--- src/design/kscan_pkg.sv ---
`timescale 1ns / 1ps
// ----------------------------------------------------------------------------
// kscan_pkg
// Shared types, codes and constants for the key scanner with debounce,
// auto-repeat and key-code FIFO.
// ----------------------------------------------------------------------------
package kscan_pkg;

    // Default FIFO depth. One slot always stays free, so depth-1 codes fit.
    localparam int KSCAN_FIFO_DEPTH = 8;

    // Request codes carried in the func field.
    localparam logic [1:0] FUNC_TICK  = 2'd0;
    localparam logic [1:0] FUNC_POP   = 2'd1;
    localparam logic [1:0] FUNC_CLEAR = 2'd2;

    // Scan phases.
    localparam logic [1:0] PHASE_UP        = 2'd0;
    localparam logic [1:0] PHASE_DEBOUNCE  = 2'd1;
    localparam logic [1:0] PHASE_START_DLY = 2'd2;
    localparam logic [1:0] PHASE_RPT_DLY   = 2'd3;

    // Key codes.
    localparam logic [1:0] KEY_VOLDOWN = 2'd0;
    localparam logic [1:0] KEY_VOLUP   = 2'd1;
    localparam logic [1:0] KEY_MUTE    = 2'd2;
    localparam logic [1:0] KEY_NONE    = 2'd3;

    // Configuration register indexes and reset values.
    localparam int          CFG_IDX_W         = 8;
    localparam logic [7:0]  CFG_START_DLY     = 8'd0;
    localparam logic [7:0]  CFG_RPT_INTERVAL  = 8'd1;
    localparam logic [7:0]  START_DLY_RESET   = 8'd50;
    localparam logic [7:0]  RPT_INTERVAL_RESET = 8'd10;

    // Press timer saturation value.
    localparam logic [15:0] HELD_MAX = 16'hFFFF;

    // One input beat.
    typedef struct packed {
        logic [1:0] func;
        logic       lock;
        logic       pin_voldown_n;
        logic       pin_volup_n;
        logic       pin_mute_n;
    } kscan_in_t;

    // One result beat.
    typedef struct packed {
        logic        popped_valid;
        logic [1:0]  popped_code;
        logic        key_available;
        logic [15:0] press_time;
        logic        push_dropped;
    } kscan_out_t;

    // Push request from the scan machine to the FIFO.
    typedef struct packed {
        logic       req;
        logic [1:0] code;
    } kscan_push_t;

    // FIFO status seen by the scan machine and the result stage.
    typedef struct packed {
        logic full;
        logic avail_next;
    } kscan_fifo_stat_t;

    // Fixed-priority pin decode: volume down, then volume up, then mute.
    function automatic logic [1:0] decode_key(input logic voldown_n,
                                              input logic volup_n,
                                              input logic mute_n);
        logic [1:0] key;
        begin
            if (!voldown_n) begin
                key = KEY_VOLDOWN;
            end else if (!volup_n) begin
                key = KEY_VOLUP;
            end else if (!mute_n) begin
                key = KEY_MUTE;
            end else begin
                key = KEY_NONE;
            end
            return key;
        end
    endfunction

endpackage

--- src/design/kscan_fsm.sv ---
`timescale 1ns / 1ps
// ----------------------------------------------------------------------------
// kscan_fsm
// Scan state machine: debounce, repeat-start delay, repeat interval and the
// saturating press timer. Issues push requests toward the key-code FIFO.
// ----------------------------------------------------------------------------
module kscan_fsm
    import kscan_pkg::*;
(
    input  logic             aclk,
    input  logic             aresetn,
    input  logic             advance,
    input  kscan_in_t        item,
    input  logic [7:0]       start_dly_cfg,
    input  logic [7:0]       rpt_interval_cfg,
    input  kscan_fifo_stat_t fifo_stat,
    output kscan_push_t      push,
    output logic             dropped,
    output logic [15:0]      held_next
);

    logic [1:0]  phase_reg, phase_next;
    logic [7:0]  start_cnt_reg, start_cnt_next;
    logic [7:0]  rpt_cnt_reg, rpt_cnt_next;
    logic [15:0] held_reg;
    logic [1:0]  key;
    logic        down;
    logic        tick;
    logic [7:0]  start_dec;
    logic [7:0]  rpt_dec;
    logic        push_req;

    assign key       = decode_key(item.pin_voldown_n, item.pin_volup_n, item.pin_mute_n);
    assign down      = (key != KEY_NONE);
    assign tick      = (item.func == FUNC_TICK) && !item.lock;
    assign start_dec = start_cnt_reg - 8'd1;
    assign rpt_dec   = rpt_cnt_reg - 8'd1;

    // Next phase, counters, timer and push request for this beat.
    always_comb begin
        phase_next     = phase_reg;
        start_cnt_next = start_cnt_reg;
        rpt_cnt_next   = rpt_cnt_reg;
        held_next      = held_reg;
        push_req       = 1'b0;
        if (tick) begin
            if (down && (held_reg != HELD_MAX)) begin
                held_next = held_reg + 16'd1;
            end
            unique case (phase_reg)
                PHASE_UP: begin
                    if (down) begin
                        phase_next = PHASE_DEBOUNCE;
                    end
                    held_next = '0;
                end
                PHASE_DEBOUNCE: begin
                    if (down) begin
                        push_req       = 1'b1;
                        start_cnt_next = start_dly_cfg;
                        phase_next     = PHASE_START_DLY;
                    end else begin
                        phase_next = PHASE_UP;
                    end
                end
                PHASE_START_DLY: begin
                    if (!down) begin
                        phase_next = PHASE_DEBOUNCE;
                    end else if (start_cnt_reg != 8'd0) begin
                        // A zero count never expires.
                        start_cnt_next = start_dec;
                        if (start_dec == 8'd0) begin
                            push_req     = 1'b1;
                            rpt_cnt_next = rpt_interval_cfg;
                            phase_next   = PHASE_RPT_DLY;
                        end
                    end
                end
                default: begin
                    if (!down) begin
                        phase_next = PHASE_DEBOUNCE;
                    end else if (rpt_cnt_reg != 8'd0) begin
                        rpt_cnt_next = rpt_dec;
                        if (rpt_dec == 8'd0) begin
                            push_req     = 1'b1;
                            rpt_cnt_next = rpt_interval_cfg;
                        end
                    end
                end
            endcase
        end else if (item.func == FUNC_CLEAR) begin
            held_next = '0;
        end
    end

    // A push into a full FIFO is dropped; the phase still advances.
    assign push.req  = push_req && !fifo_stat.full;
    assign push.code = key;
    assign dropped   = push_req && fifo_stat.full;

    // State registers, updated once per processed beat.
    always_ff @(posedge aclk) begin
        if (!aresetn) begin
            phase_reg     <= PHASE_UP;
            start_cnt_reg <= '0;
            rpt_cnt_reg   <= '0;
            held_reg      <= '0;
        end else if (advance) begin
            phase_reg     <= phase_next;
            start_cnt_reg <= start_cnt_next;
            rpt_cnt_reg   <= rpt_cnt_next;
            held_reg      <= held_next;
        end
    end

endmodule

--- src/design/kscan_fifo.sv ---
`timescale 1ns / 1ps
// ----------------------------------------------------------------------------
// kscan_fifo
// Ring FIFO of key codes. One slot always stays free to tell full from
// empty. The popped code is read into a register at the processing edge.
// ----------------------------------------------------------------------------
module kscan_fifo
    import kscan_pkg::*;
#(
    parameter int FIFO_DEPTH = KSCAN_FIFO_DEPTH
) (
    input  logic             aclk,
    input  logic             aresetn,
    input  logic             advance,
    input  logic             pop,
    input  kscan_push_t      push,
    output kscan_fifo_stat_t stat,
    output logic             pop_ok,
    output logic [1:0]       pop_code_reg
);

    localparam int PTR_W = (FIFO_DEPTH > 1) ? $clog2(FIFO_DEPTH) : 1;
    localparam logic [PTR_W-1:0] LAST_SLOT = PTR_W'(FIFO_DEPTH - 1);

    logic [1:0]       code_mem [FIFO_DEPTH];
    logic [PTR_W-1:0] wr_reg, wr_next;
    logic [PTR_W-1:0] rd_reg, rd_next;
    logic [PTR_W-1:0] wr_inc, rd_inc;
    logic             push_en;

    // Wrapping slot increments.
    assign wr_inc = (wr_reg == LAST_SLOT) ? '0 : wr_reg + PTR_W'(1);
    assign rd_inc = (rd_reg == LAST_SLOT) ? '0 : rd_reg + PTR_W'(1);

    assign stat.full = (wr_inc == rd_reg);
    assign pop_ok    = pop && (rd_reg != wr_reg);
    assign push_en   = advance && push.req;

    // Pointer updates for this beat; a push and a pop never share a beat.
    always_comb begin
        wr_next = wr_reg;
        rd_next = rd_reg;
        if (push.req) begin
            wr_next = wr_inc;
        end
        if (pop_ok) begin
            rd_next = rd_inc;
        end
    end

    assign stat.avail_next = (rd_next != wr_next);

    always_ff @(posedge aclk) begin
        if (!aresetn) begin
            wr_reg <= LAST_SLOT;
            rd_reg <= LAST_SLOT;
        end else if (advance) begin
            wr_reg <= wr_next;
            rd_reg <= rd_next;
        end
    end

    // Code storage, written on a push.
    always_ff @(posedge aclk) begin
        if (push_en) begin
            code_mem[wr_inc] <= push.code;
        end
    end

    // Registered read; reads zero when no code was popped.
    always_ff @(posedge aclk) begin
        if (advance) begin
            pop_code_reg <= pop_ok ? code_mem[rd_inc] : 2'd0;
        end
    end

endmodule

--- src/design/key_scan_debounce_autorepeat_top.sv ---
`timescale 1ns / 1ps
// ----------------------------------------------------------------------------
// key_scan_debounce_autorepeat_top
// Key scanner with debounce, auto-repeat and a key-code ring FIFO.
//
// Usage:
//   s_valid/s_ready/s_data carry request beats: a scan tick with the three
//   active-low pins and the lock bit, a pop of one key code, or a clear of
//   the press timer. Every request beat yields exactly one result beat on
//   m_valid/m_ready/m_data with the pop result, FIFO status, press timer
//   and the dropped-push flag.
//   cfg_valid/cfg_ready/cfg_index/cfg_data write the repeat-start delay
//   (index 0) and the repeat interval (index 1); other indexes are ignored.
//   cfg_ready is always high. Write only while no request is in flight.
//   From input accept to result valid the path is one input register, then
//   one pass of scan logic into the result register.
//   Throughput is one beat per cycle while the receiver keeps m_ready high;
//   the scan state and FIFO pointers are updated in that single pass.
//   When the receiver stalls, the result register holds, the input register
//   fills and then s_ready drops; no beat is lost.
//   Reset clears the scan machine, timer and FIFO pointers (FIFO empty) and
//   restores the register defaults of 50 and 10 ticks.
// ----------------------------------------------------------------------------
module key_scan_debounce_autorepeat_top
    import kscan_pkg::*;
#(
    parameter int FIFO_DEPTH = KSCAN_FIFO_DEPTH
) (
    input  logic                 aclk,
    input  logic                 aresetn,
    input  logic                 s_valid,
    output logic                 s_ready,
    input  kscan_in_t            s_data,
    output logic                 m_valid,
    input  logic                 m_ready,
    output kscan_out_t           m_data,
    input  logic                 cfg_valid,
    output logic                 cfg_ready,
    input  logic [CFG_IDX_W-1:0] cfg_index,
    input  logic [7:0]           cfg_data
);

    kscan_in_t        in_reg;
    logic             in_valid_reg;
    logic             out_valid_reg;
    logic             advance;
    logic [7:0]       start_dly_reg;
    logic [7:0]       rpt_interval_reg;
    kscan_push_t      push;
    kscan_fifo_stat_t fifo_stat;
    logic             dropped;
    logic [15:0]      held_next;
    logic             pop_ok;
    logic [1:0]       pop_code_reg;
    logic             pop_valid_reg;
    logic             avail_reg;
    logic [15:0]      press_time_reg;
    logic             dropped_reg;

    // Handshake: process the held beat whenever the result slot frees.
    assign advance   = in_valid_reg && (!out_valid_reg || m_ready);
    assign s_ready   = !in_valid_reg || advance;
    assign m_valid   = out_valid_reg;
    assign cfg_ready = 1'b1;

    // Input register.
    always_ff @(posedge aclk) begin
        if (!aresetn) begin
            in_valid_reg <= 1'b0;
        end else if (s_ready) begin
            in_valid_reg <= s_valid;
        end
    end

    always_ff @(posedge aclk) begin
        if (s_valid && s_ready) begin
            in_reg <= s_data;
        end
    end

    // Configuration registers.
    always_ff @(posedge aclk) begin
        if (!aresetn) begin
            start_dly_reg    <= START_DLY_RESET;
            rpt_interval_reg <= RPT_INTERVAL_RESET;
        end else if (cfg_valid && cfg_ready) begin
            if (cfg_index == CFG_START_DLY) begin
                start_dly_reg <= cfg_data;
            end
            if (cfg_index == CFG_RPT_INTERVAL) begin
                rpt_interval_reg <= cfg_data;
            end
        end
    end

    kscan_fsm u_fsm (
        .aclk             (aclk),
        .aresetn          (aresetn),
        .advance          (advance),
        .item             (in_reg),
        .start_dly_cfg    (start_dly_reg),
        .rpt_interval_cfg (rpt_interval_reg),
        .fifo_stat        (fifo_stat),
        .push             (push),
        .dropped          (dropped),
        .held_next        (held_next)
    );

    kscan_fifo #(
        .FIFO_DEPTH (FIFO_DEPTH)
    ) u_fifo (
        .aclk         (aclk),
        .aresetn      (aresetn),
        .advance      (advance),
        .pop          (in_reg.func == FUNC_POP),
        .push         (push),
        .stat         (fifo_stat),
        .pop_ok       (pop_ok),
        .pop_code_reg (pop_code_reg)
    );

    // Result register.
    always_ff @(posedge aclk) begin
        if (!aresetn) begin
            out_valid_reg <= 1'b0;
        end else if (advance) begin
            out_valid_reg <= 1'b1;
        end else if (m_ready) begin
            out_valid_reg <= 1'b0;
        end
    end

    always_ff @(posedge aclk) begin
        if (advance) begin
            pop_valid_reg  <= pop_ok;
            avail_reg      <= fifo_stat.avail_next;
            press_time_reg <= held_next;
            dropped_reg    <= dropped;
        end
    end

    assign m_data.popped_valid  = pop_valid_reg;
    assign m_data.popped_code   = pop_code_reg;
    assign m_data.key_available = avail_reg;
    assign m_data.press_time    = press_time_reg;
    assign m_data.push_dropped  = dropped_reg;

endmodule

--- config.mk ---
export PLATFORM = sky130hd
export DESIGN_NAME = key_scan_debounce_autorepeat_top
export DESIGN_NICKNAME = d
export VERILOG_FILES = /design/src/design/kscan_pkg.sv /design/src/design/kscan_fsm.sv /design/src/design/kscan_fifo.sv /design/src/design/key_scan_debounce_autorepeat_top.sv
export SDC_FILE = /design/constraint.sdc
export NUM_CORES = 1
export LEC_CHECK = 0
export ABC_AREA = 1
export BUFFER_PORTS_ARGS = -buffer_cell sky130_fd_sc_hd__buf_2
export CORE_UTILIZATION = 45
export CTS_BUF_LIST = sky130_fd_sc_hd__clkbuf_16
export CTS_CLUSTER_SIZE = 30
export DETAILED_ROUTE_END_ITERATION = 8
export GPL_ROUTABILITY_DRIVEN = 1
export PLACE_DENSITY = 0.71
export SLEW_MARGIN = 20
export SYNTH_ARGS = -nofsm -noshare
export SYNTH_HDL_FRONTEND = slang
export SYNTH_SLANG_ARGS = --single-unit
--- constraint.sdc ---
create_clock -name aclk -period 2.9 [get_ports aclk]
set_clock_uncertainty 0.1 [all_clocks]
set_input_delay 0.58 -clock aclk [delete_from_list [all_inputs] [get_ports aclk]]
set_output_delay 0.58 -clock aclk [all_outputs]
set_load 0.02 [all_outputs]
==> results.json <==
{
  "rsz0062_at_grt": "true",
  "grt_max_degree": 34,
  "cts-root-buf": "clkbuf_16",
  "setup_viol": 0,
  "yosysWarnings": 0,
  "h-tree-depth": 3,
  "p_switching_uw": 779,
  "syn_area_per_cell_sq_um": 8.03,
  "seq_area_sq_um": 2450,
  "path_common_cell": "nand3_2",
  "use_met1": 0.232,
  "crit_path_start_kind": "register",
  "final_antenna_net_count": 0,
  "core_area_sq_um": 11100,
  "die_y_microns": 110,
  "nNetsFinal": 737,
  "clkSinkCount": 101,
  "dieArea_sq_um": 12000,
  "numPortBuffers": 49,
  "power_density_nw_per_um2": 523,
  "r2r_setup_slack_ns": 0.20,
  "tns_ns": 0,
  "status": "finished clean",
  "critPathLaunch": "u_fsm.rpt_cnt_reg[0]",
  "switching_share": 0.252,
  "endpoint": "u_fifo.code_mem[4][0]",
  "synth.distinct_cells": 44,
  "reg2regPathDepth": 12,
  "p_comb_frac": 0.097,
  "synth_top_area_share": 0.247,
  "grt_pass1_wl_microns": 18300,
  "syn_area_sq_um": 5230,
  "gr-max-usage-layer": "met2",
  "grt_pass1_vias": 4101,
  "max_stage_delay_ns": 0.37,
  "fmax_mhz": 370,
  "peakVddDrop_v": 0.000647,
  "gp_congestion": 0.900,
  "arrival_ns": 2.63,
  "crit_fanout": 8,
  "synthMuxAreaShare": 0,
  "antenna_found_initial": 0,
  "drv_cap": 0,
  "die_w_microns": 110,
  "drive_above_1_share": 0.147,
  "synth_compound_area_frac": 0.169,
  "final_core_util": 0.533,
  "vias": 4407,
  "clkTransAtPathRegs_ns": 0.07,
  "area_delta_synth_final_pct": 13.0,
  "timing.critical_path.buf_inv": 1,
  "cts_tree": "yes",
  "critical_path_class": "register to register",
  "worstPathCellList": "inv_1 > ha_1 > nand3_2 > xor2_1 > nand2_1 > nor2_1 > nand2_1 > nand2_4 > nand3_2 > a21oi_2 > nand3_2 > nor3_1",
  "yosysSeqAreaShare": 0.469,
  "synth_xor_area_frac": 0.0285,
  "insertion_delay_ns": 0.35,
  "synthAdderAreaFrac": 0.0311,
  "syn_inst": 651,
  "yosys-top-cells-area": "edfxtp_1 (25%), dfxtp_1 (22%), inv_1 (7.0%)",
  "use_met2": 0.349,
  "antenna_cells": 0,
  "final_max_slew_viol_count": 0,
  "fillers": 1056,
  "finalCriticalPeriod_ns": 2.70,
  "p_leak_uw": 0.00252,
  "wl_per_cell_microns": 13.0,
  "multi_input_area_sq_um": 2290,
  "cts.path.max_buffers": 2,
  "synth_edf_count": 43,
  "ios": 51,
  "worstReg2RegStart": "u_fsm.rpt_cnt_reg[0]",
  "synth_nets": 691,
  "ys_top_cells_by_count": "inv_1 (97), nand2_1 (97), o21ai_0 (71)",
  "cp_top_family": "simple AND/OR/NAND/NOR gates",
  "post-cts-setup-buffers": 0,
  "drtPass1Iterations": 5,
  "via_per_inst": 5.23,
  "relSlewSlack": 0.413,
  "slowest_stage": "dfxtp_1",
  "cts_buffers": 9,
  "drt_iter0_drc": 228,
  "cp.depth": 12,
  "drc": 0,
  "worstReg2RegEnd": "u_fifo.code_mem[4][0]",
  "synth_ff_type": "dfxtp_1",
  "crit_path_end_kind": "register",
  "hold_viol": 0,
  "tightest_slew_ns": 0.872,
  "synthSimpleGateAreaFrac": 0.207,
  "cp.required_ns": 2.83,
  "grt.total_usage": 0.197,
  "synthArstFlopShare": 0,
  "p_int_uw": 2310,
  "clkPwrFrac": 0.397,
  "drt_wl_total_microns": 11000,
  "power_frac_seq": 0.506,
  "hpwl_microns": 7990,
  "ys_ff_latch": 101,
  "met3_usage": 0.0504,
  "std_cell_rows": 38,
  "start_util": 0.472,
  "post-route-period-util": 0.931,
  "synth_top_family_by_area": "simple AND/OR/NAND/NOR gates",
  "yosys.area.top_type": "edfxtp_1",
  "overflow": 0,
  "min_path_type": "primary input to register"
}
-- per-layer routing --
layer,vias to the layer above,part of all wire
li1,2266,-
met1,2018,0.45
met2,114,0.49
met3,9,0.051
met4,0,0.012
met5,-,0
-- kinds of logic (layout without fill, tap and decap cells) --
group                      after synthesis  count (layout)
other                                    1               1
adders and majority gates               13              13
DFF                                    101             101
and+or+nand+nor                        233             233
xor gates and xnor gates                17              17
buffers and inverters                  125             176
AOI/OAI and AO/OA                      161             161
-- power groups by stage --
stage	Sequential, uW	Clock, uW	Combinational, uW
floorplan	1600	0	197
global placement	1590	0	288
detailed placement	1590	0	296
CTS	1560	1260	297
global route	1570	1320	341
finish	1560	1230	299
-- through the flow --
| stage | setup slack, ns | power [uW] | cell area, sq um | cells | hold WS, ns |
|---|---|---|---|---|---|
| 5_1_grt | -0.0470 | 3230 | 5910 | 842 | 0.285 |
| 3_5_place_dp | 0.163 | 1890 | 5590 | 826 | 0.349 |
| 4_1_cts | 0.154 | 3120 | 5900 | 842 | 0.286 |
| 3_3_place_gp | 0.242 | 1880 | 5590 | 826 | 0.344 |
| 2_1_floorplan | 0.553 | 1800 | 5230 | 651 | 0.324 |
| 6_report | 0.201 | 3090 | 5910 | 842 | 0.302 |
-- cells in the final DEF, fill, tap and decap left out, types with 7 or more instances in the layout --
cell type / n
inv_1: 97
nand2_1: 97
o21ai_0: 71
dfxtp_1: 58
nor2_1: 57
a21oi_1: 50
buf_2: 49
edfxtp_1: 43
nand3_1: 26
nor3_1: 18
xor2_1: 14
ha_1: 13
nand4_1: 10
clkbuf_16: 9
nand2_2: 7
-- repair_timing --
item	in CTS	in global routing
hold buffers	0	0
gates resized for setup	0	2
endpoints found under the setup margin	0	12
-- cell type report --
cell class                      count  area share
Multi-Input combinational cell    425       0.387
Sequential cell                   101       0.415
Timing Repair Buffer               55      0.0491
Clock inverter                      7      0.0140
Tap cell                          140      0.0296
Inverter                          105      0.0667
Clock buffer                        9      0.0381
-- worst min-delay path by stage --
| stage | depth (start not counted) | slack, ns | start | end |
|---|---|---|---|---|
| 3_3_place_gp | 2 | 0.34 | rpt_interval_reg[6] | rpt_interval_reg[6] |
| 4_1_cts | 1 | 0.29 | s_data[1] | in_reg[1] |
| 3_5_place_dp | 2 | 0.35 | rpt_interval_reg[4] | rpt_interval_reg[4] |
| 5_1_grt | 1 | 0.28 | s_data[1] | in_reg[1] |
| 6_report | 1 | 0.30 | s_data[1] | in_reg[1] |
| 2_1_floorplan | 2 | 0.32 | rpt_interval_reg[4] | rpt_interval_reg[4] |
Power figures use the tool's default switching activity.
